**src/rtl/core/sme_pkg.sv**
```systemverilog
`default_nettype none
package sme_pkg;
   localparam int DataStackDepthDef   = 64;
   localparam int ReturnStackDepthDef = 16;
   localparam int RegisterCountDef    = 4;
   localparam int MemoryWordsDef      = 1024;
   localparam int ProgramWordsDef     = 4096;

   localparam int OpW     = 5;
   localparam int WordW   = 32;
   localparam int AddrW   = 12;
   localparam int RegIdxW = 2;

   localparam logic [4:0] OP_HLT  = 5'd0;
   localparam logic [4:0] OP_JMP  = 5'd1;
   localparam logic [4:0] OP_JA   = 5'd2;
   localparam logic [4:0] OP_JAE  = 5'd3;
   localparam logic [4:0] OP_JB   = 5'd4;
   localparam logic [4:0] OP_JBE  = 5'd5;
   localparam logic [4:0] OP_JE   = 5'd6;
   localparam logic [4:0] OP_JNE  = 5'd7;
   localparam logic [4:0] OP_IN   = 5'd8;
   localparam logic [4:0] OP_OUT  = 5'd9;
   localparam logic [4:0] OP_OUTC = 5'd10;
   localparam logic [4:0] OP_ADD  = 5'd11;
   localparam logic [4:0] OP_SUB  = 5'd12;
   localparam logic [4:0] OP_DIV  = 5'd13;
   localparam logic [4:0] OP_MULT = 5'd14;
   localparam logic [4:0] OP_LBL  = 5'd15;
   localparam logic [4:0] OP_CALL = 5'd16;
   localparam logic [4:0] OP_RET  = 5'd17;
   localparam logic [4:0] OP_PP   = 5'd18;

   localparam logic [2:0] ERR_OK   = 3'd0;
   localparam logic [2:0] ERR_OPC  = 3'd1;
   localparam logic [2:0] ERR_UND  = 3'd2;
   localparam logic [2:0] ERR_OVF  = 3'd3;
   localparam logic [2:0] ERR_DIV0 = 3'd4;
   localparam logic [2:0] ERR_ADDR = 3'd5;

   localparam logic [1:0] PK_NONE = 2'd0;
   localparam logic [1:0] PK_DEC  = 2'd1;
   localparam logic [1:0] PK_CHR  = 2'd2;

   typedef struct packed {
      logic [4:0]  operation;
      logic        is_pop;
      logic        use_memory;
      logic        use_register;
      logic        use_immediate;
      logic [1:0]  register_index;
      logic [31:0] immediate;
      logic [11:0] target;
      logic [31:0] input_value;
   } instr_type;
endpackage
`default_nettype wire

```
**src/rtl/core/sme_front.sv**
```systemverilog
`default_nettype none
module sme_front
   import sme_pkg::*;
(
   input  wire logic      clock,
   input  wire logic      reset,
   input  wire logic      req_valid,
   output logic           req_stall,
   input  wire instr_type req_word,
   output logic           q_valid,
   input  wire logic      q_take,
   output instr_type      q_word
);
   // Two-entry queue between acceptance and execution.
   instr_type  mem_ff [2];
   logic       wp_ff, wp_in, rp_ff, rp_in;
   logic [1:0] cnt_ff, cnt_in;
   logic       push, pop;

   assign req_stall = (cnt_ff == 2'd2);
   assign push      = req_valid && !req_stall;
   assign q_valid   = (cnt_ff != 2'd0);
   assign pop       = q_valid && q_take;
   assign q_word    = mem_ff[rp_ff];

   always_comb begin
      wp_in  = push ? !wp_ff : wp_ff;
      rp_in  = pop ? !rp_ff : rp_ff;
      cnt_in = cnt_ff + {1'b0, push} - {1'b0, pop};
   end

   always_ff @(posedge clock) begin
      if (reset) begin
         wp_ff  <= 1'b0;
         rp_ff  <= 1'b0;
         cnt_ff <= 2'd0;
      end else begin
         wp_ff  <= wp_in;
         rp_ff  <= rp_in;
         cnt_ff <= cnt_in;
      end
      if (push) mem_ff[wp_ff] <= req_word;
   end

`ifndef SYNTHESIS
   a_cnt_max: assert property (@(posedge clock) disable iff (reset) cnt_ff <= 2'd2)
      else $error("queue count out of range");
   a_no_over: assert property (@(posedge clock) disable iff (reset)
      cnt_ff == 2'd2 && !pop |=> cnt_ff == 2'd2)
      else $error("full queue lost a word");
   a_ptrs: assert property (@(posedge clock) disable iff (reset)
      (cnt_ff == 2'd0 || cnt_ff == 2'd2) |-> wp_ff == rp_ff)
      else $error("queue pointers disagree with count");
`endif
endmodule
`default_nettype wire

```
**config.mk**
```make
export PLATFORM = sky130hd
export DESIGN_NAME = sme_front
export DESIGN_NICKNAME = d
export VERILOG_FILES = /design/src/rtl/core/sme_pkg.sv /design/src/rtl/core/sme_front.sv
export SDC_FILE = /design/constraint.sdc
export NUM_CORES = 1
export LEC_CHECK = 0
export BUFFER_PORTS_ARGS = -buffer_cell sky130_fd_sc_hd__buf_2
export CORE_MARGIN = 2
export CORE_UTILIZATION = 47
export DETAILED_ROUTE_END_ITERATION = 12
export HOLD_SLACK_MARGIN = 0.05
export MAX_ROUTING_LAYER = met4
export PLACE_DENSITY_LB_ADDON = 0.15
export SLEW_MARGIN = 15
export SYNTH_ARGS = -nofsm -noshare
export SYNTH_HDL_FRONTEND = slang
export SYNTH_SLANG_ARGS = --single-unit
```
**constraint.sdc**
```tcl
create_clock -name clock -period 2.7 [get_ports clock]
set_input_delay 0.27 -clock clock [delete_from_list [all_inputs] [get_ports clock]]
set_output_delay 0.27 -clock clock [all_outputs]
set_load 0.01 [all_outputs]
```
==> impl_metrics.json, run 1 <==
{
  "status": "complete, no violations",
  "synth_top_family_by_area": "multiplexers",
  "syn-cell-area_mm2": 0.00663,
  "fmax_mhz": 455,
  "route.detailed.vias_per_inst": 4.78,
  "cp_max_fo": 47,
  "avgSynthCellArea_um2": 22.3,
  "worstMarginPinSlew_ns": 0.565,
  "avgRoutedWirePerCell_um": 15.8,
  "period_minus_slack_ns": 2.20,
  "use_met2_pct": 29.2,
  "ys_seq_area_share_pct": 80.3,
  "end_kind": "primary output",
  "hpwlAfterDp_um": 7360,
  "criticalPathCategory": "flop to primary output",
  "regArea_mm2": 0.00533,
  "drt_pre_antenna_iters": 5,
  "synth.area.top_cells": "edfxtp_1 79%, mux2_2 9.7%, mux2_4 6.8%",
  "cts.clk_slew.worst_paths_ns": 0.06,
  "nFillCells": 975,
  "grt_use_total_pct": 16.9,
  "syn_nets": 390,
  "antenna_cells": 0,
  "ir_worst_vdd_mv": 0.586,
  "synth_compound_area_share_pct": 0.264,
  "fp.dieW_um": 123,
  "busiest_layer": "met2",
  "wirelength_um": 12200,
  "vias": 3687,
  "cts_setup_buffers": 0,
  "antenna_found_initial": 0,
  "cts_tree": "done",
  "start_kind": "flop",
  "grt_remaining_overflow": 0,
  "pre_cts_slack_ns": 0.793,
  "synth_top_area_cell": "edfxtp_1",
  "maxSlewHeadroom_pct": 62.3,
  "multi_input_area_mm2": 0.00121,
  "ant_nets": 0,
  "p_leak_nw": 3.56,
  "grt_pass1_wl_um": 18200,
  "finalCritPeriodShare_pct": 81.4,
  "rsz0062_at_grt": "false",
  "final_cell_mix": "179 x buf_2, 174 x edfxtp_1, 87 x dlygate4sd3_1, 57 x mux2_2, 30 x mux2_4",
  "drt_iter0_drc": 177,
  "cts_buffers": 17,
  "synthXorXnorAreaFrac_pct": 0.396,
  "final.setup_skew_ns": 0.00738,
  "core_region_area_mm2": 0.0138,
  "setup_tns_ns": 0,
  "cts_sinks": 179,
  "yosysUniqueCellTypes": 20,
  "holdWs_ns": 0.0743,
  "final_common_cell": "buf_2",
  "synth-simple-area-share_pct": 0.736,
  "synth-seq-cells": 179,
  "drc": 0,
  "globalplace.congestion": 0.730,
  "layout.nets": 671,
  "setup_viol_count_final": 0,
  "initial_core_util_pct": 48.0,
  "grt_use_met1_pct": 17.8,
  "grt_pass1_vias": 3885,
  "io_buffers": 179,
  "clk-insertion-delay-late_ns": 0.42,
  "layout-drive-gt1-share_pct": 51.8,
  "synth_mux_area_share_pct": 16.5,
  "netlist.area_leader.share_pct": 78.8,
  "area_growth_pct": 39.6,
  "io_pins": 180,
  "rows": 43,
  "drv_slew": 0,
  "arrival_ns": 1.93,
  "synthCells": 297,
  "maxCapViolations": 0,
  "final-hold-violation-count": 0,
  "grtUsageMet3_pct": 5.20,
  "htree_levels": 4,
  "ys_warn_count": 0,
  "die_area_mm2": 0.0151,
  "power_density_mw_per_mm2": 861,
  "cts-root-buf": "clkbuf_16",
  "worstPathRequired_ns": 2.43,
  "setup_slack_ns": 0.503,
  "die_y_um": 123,
  "cts_buffer_depth": 2,
  "grt_max_degree": 48,
  "hold_class": "input port to flop",
  "synth_fa_ha_area_share_pct": 0.377
}
## cells in the mapped netlist (all sizes together)
cell type and instances:
a21oi 1, and3 1, buf 10, dfxtp 5, edfxtp 174, ha 2, inv 4, mux2 87
nand2 1, nand2b 1, nor2 3, nor2b 1, o21a 1, o21ai 1, or2 1, or3 1
xnor2 2, xor2 1
## report_power, final
| group | internal [mW] | total [mW] | leakage (nW) | switching, mW |
|---|---|---|---|---|
| clock | 1.55 | 2.53 | 0.287 | 0.983 |
| combinational | 0.968 | 1.87 | 1.61 | 0.898 |
| sequential | 3.45 | 3.58 | 1.67 | 0.129 |
| total | 5.96 | 7.97 | 3.56 | 2.01 |
## per-layer routing
layer	vias up	share of wire, %
li1	1734	-
met1	1828	39
met2	107	53
met3	18	5.8
met4	0	1.9
met5	-	0
## registers in the layout, summed over array words and instances (netlist names), named ones only
name / flops
wp_ff: 1
mem_ff: 174
cnt_ff: 2
rp_ff: 1
## final cells by class
cell class | count | area share, %
flip-flops and latches | 179 | 57.6
clock inverters | 13 | 2.00
well taps | 180 | 2.43
repair buffers | 272 | 20.0
multi-input cells | 104 | 13.1
inverters | 4 | 0.203
clock buffers | 19 | 4.68
## timing repair
item | in CTS | in global routing
hold buffers | 87 | 0
endpoints found under the hold margin | 174 | 0
gates resized for setup | 0 | 0
## worst max-delay path, stage by stage, from the launching register on
cell and delay (ns):
dfxtp_4 0.59, buf_12 0.30, mux2_2 0.38, buf_2 0.14
## stage by stage
step           std cells  util [%]  total power [mW]  cell area [um^2]
2_1_floorplan        297         -              4.79              6640
3_3_place_gp         652      56.2              5.39              7770
3_5_place_dp         652      56.2              5.43              7770
4_1_cts              771      66.9              8.07              9260
5_1_grt              771      66.9              8.33              9260
6_report             771      66.9              7.97              9260
## final timing paths
| check | slack [ns] | startpoint | cells after the start | end |
|---|---|---|---|---|
| max | 0.50 | flop | 3 | q_word[3] |
| min | 0.07 | reset | 2 | flop |
| max reg2reg | 0.80 | cnt_ff[0] | 5 | mem_ff[0][61] |
| min reg2reg | 0.50 | wp_ff | 2 | wp_ff |
## cells by family after synthesis
kind of cell	count (synthesis)
buf+inv	14
xor+xnor	3
flops	179
mux	87
compound gates	3
fa+ha+maj	2
simple gates	9
No activity file was read; power rests on OpenSTA's default activity.
==> run 2, diff against run 1 <==
- ABC_AREA: default -> 1
- CORE_UTILIZATION: 47 -> 52
- clock period: 2.7 -> 2.07 ns (I/O delays scaled with it)
==> impl_metrics.json, run 2 <==
{
  "status": "complete, no violations",
  "ys_warn_count": 0,
  "setup_viol_count_final": 0,
  "vias": 3702,
  "worstMarginPinSlew_ns": 0.361,
  "setup_tns_ns": 0,
  "power_density_mw_per_mm2": 1110,
  "ys.flop_type": "edfxtp_1",
  "finalCritPeriodShare_pct": 88.0,
  "syn-cell-area_mm2": 0.00665,
  "end_kind": "primary output",
  "top_register": "mem_ff",
  "r2r-start": "cnt_ff[0]",
  "cts_setup_buffers": 0,
  "synth.area.top_cells": "edfxtp_1 79%, mux2_2 9.7%, mux2_4 6.8%",
  "nFillCells": 772,
  "synth_edf_count": 174,
  "swShare_pct": 25.8,
  "synthArstFlopShare_pct": 0,
  "arrival_ns": 1.61,
  "pwr-share-comb_pct": 25.0,
  "ant_nets": 0,
  "largest_register_ffs": 174,
  "period_minus_slack_ns": 1.82,
  "maxSlewHeadroom_pct": 75.9,
  "drt_iter0_drc": 317,
  "synthTopCellsByCount": "174 x edfxtp_1, 57 x mux2_2, 30 x mux2_4",
  "min_from": "req_valid",
  "avgSynthCellArea_um2": 21.5,
  "internal_power_mw": 7.62,
  "grt_use_total_pct": 18.6,
  "synth_top_area_cell": "edfxtp_1",
  "ir_worst_vdd_mv": 0.743,
  "layout-drive-gt1-share_pct": 51.0,
  "cts-root-buf": "clkbuf_16",
  "syn_nets": 402,
  "initial_core_util_pct": 52.9,
  "synth-seq-cells": 179,
  "cts_buffers": 17,
  "yosysMostFrequentCell": "edfxtp_1",
  "rsz0062_at_grt": "false",
  "setup_slack_ns": 0.249,
  "drc": 0,
  "globalplace.congestion": 0.709,
  "start_kind": "flop",
  "antenna_found_initial": 0,
  "criticalPathCategory": "flop to primary output",
  "sequentialPowerShare_pct": 46.0,
  "cts_buffer_depth": 2,
  "rows": 41,
  "avgRoutedWirePerCell_um": 15.4,
  "final_common_cell": "buf_2",
  "htree_levels": 4,
  "netlist.area_leader.share_pct": 78.6,
  "reg_top3": "mem_ff (174), cnt_ff (2)",
  "grt_pass1_wl_um": 18200,
  "fp.dieW_um": 117,
  "drv_slew": 0,
  "cts_resized": 0,
  "worstPathRequired_ns": 1.86,
  "die_area_mm2": 0.0137,
  "hold_class": "input port to flop",
  "route.detailed.vias_per_inst": 4.77,
  "finalInstanceArea_mm2": 0.00925,
  "final.setup_skew_ns": 0.00563,
  "cp_max_fo": 46,
  "final-hold-violation-count": 0,
  "ys_seq_area_share_pct": 80.1,
  "power.switching_mw": 2.65,
  "maxCapViolations": 0,
  "layout.nets": 684,
  "grt_remaining_overflow": 0,
  "cts.clk_slew.worst_paths_ns": 0.06,
  "grt_pass1_vias": 3807,
  "die_y_um": 117,
  "p_clk_share_pct": 29.0,
  "grt_max_degree": 62,
  "antenna_cells": 0,
  "wirelength_um": 12000,
  "dp.cells": 656,
  "final_cell_mix": "179 x buf_2, 174 x edfxtp_1, 88 x dlygate4sd3_1, 57 x mux2_2, 30 x mux2_4",
  "drt_pre_antenna_iters": 5,
  "fmax_mhz": 549,
  "io_pins": 180,
  "synthCells": 309,
  "dpl_cell_area_mm2": 0.00782,
  "io_buffers": 179,
  "clk-insertion-delay-late_ns": 0.42,
  "area_growth_pct": 39.2,
  "cts_tree": "done",
  "core_region_area_mm2": 0.0126,
  "hpwlAfterDp_um": 7100,
  "yosysUniqueCellTypes": 12,
  "pre_cts_slack_ns": 0.625,
  "stdcell_count": 776,
  "p_leak_nw": 3.59,
  "cts_sinks": 179
}
## run 2: cell families after synthesis
logic type | Yosys count | synth area share, %
fa+ha+maj | 2 | 0.376
compound gates | 2 | 0.151
buf+inv | 19 | 1.73
mux | 87 | 16.4
flops | 179 | 80.1
simple gates | 20 | 1.19
## run 2: final cells by class
class,count,area (um^2),area share [%]
clock buffers,20,437,4.72
clock inverters,12,115,1.24
inverters,9,37.5,0.406
multi-input cells,111,1230,13.3
flip-flops and latches,179,5330,57.6
well taps,172,215,2.33
repair buffers,273,1880,20.4
## run 2: worst paths after layout
path | endpoint | slack (ns) | depth (start not counted)
setup / recovery | q_word[15] | 0.25 | 3
hold / removal | wp_ff | 0.11 | 3
setup reg to reg | cnt_ff[1] | 0.59 | 10
hold reg to reg | rp_ff | 0.53 | 2
## run 2: layer usage
metal	part of all wire, %	global-route usage [%]	vias up
li1	-	-	1771
met1	42	21.7	1779
met2	50	30.3	138
met3	6.1	5.10	14
met4	1.5	8.63	0
met5	0	-	-
## run 2: worst max-delay path: stages, from the launching register on
cell     delay [ns]
dfxtp_4        0.37
buf_12         0.28
mux2_2         0.39
buf_2          0.14
## run 2: stage by stage
step	power [mW]	hold slack, ns	utilization [%]
floorplan	6.37	0.271	-
global placement	7.21	0.376	62.2
detailed placement	7.26	0.381	62.2
CTS	10.4	0.0885	73.6
global route	10.7	0.111	73.6
finish	10.3	0.106	73.6
## run 2: what timing repair did
| action | in CTS | in global routing |
|---|---|---|
| endpoints found under the setup margin | 0 | 0 |
| hold endpoints to repair | 176 | 0 |
| hold buffers | 88 | 0 |
## run 2: power groups by stage
stage	Sequential (mW)	Combinational, mW	Clock (mW)
after detailed placement	4.81	2.46	0
after floorplan	4.77	1.60	0
after CTS	4.73	2.60	3.03
after global routing	4.77	2.81	3.15
after global placement	4.78	2.44	0
final	4.73	2.57	2.97
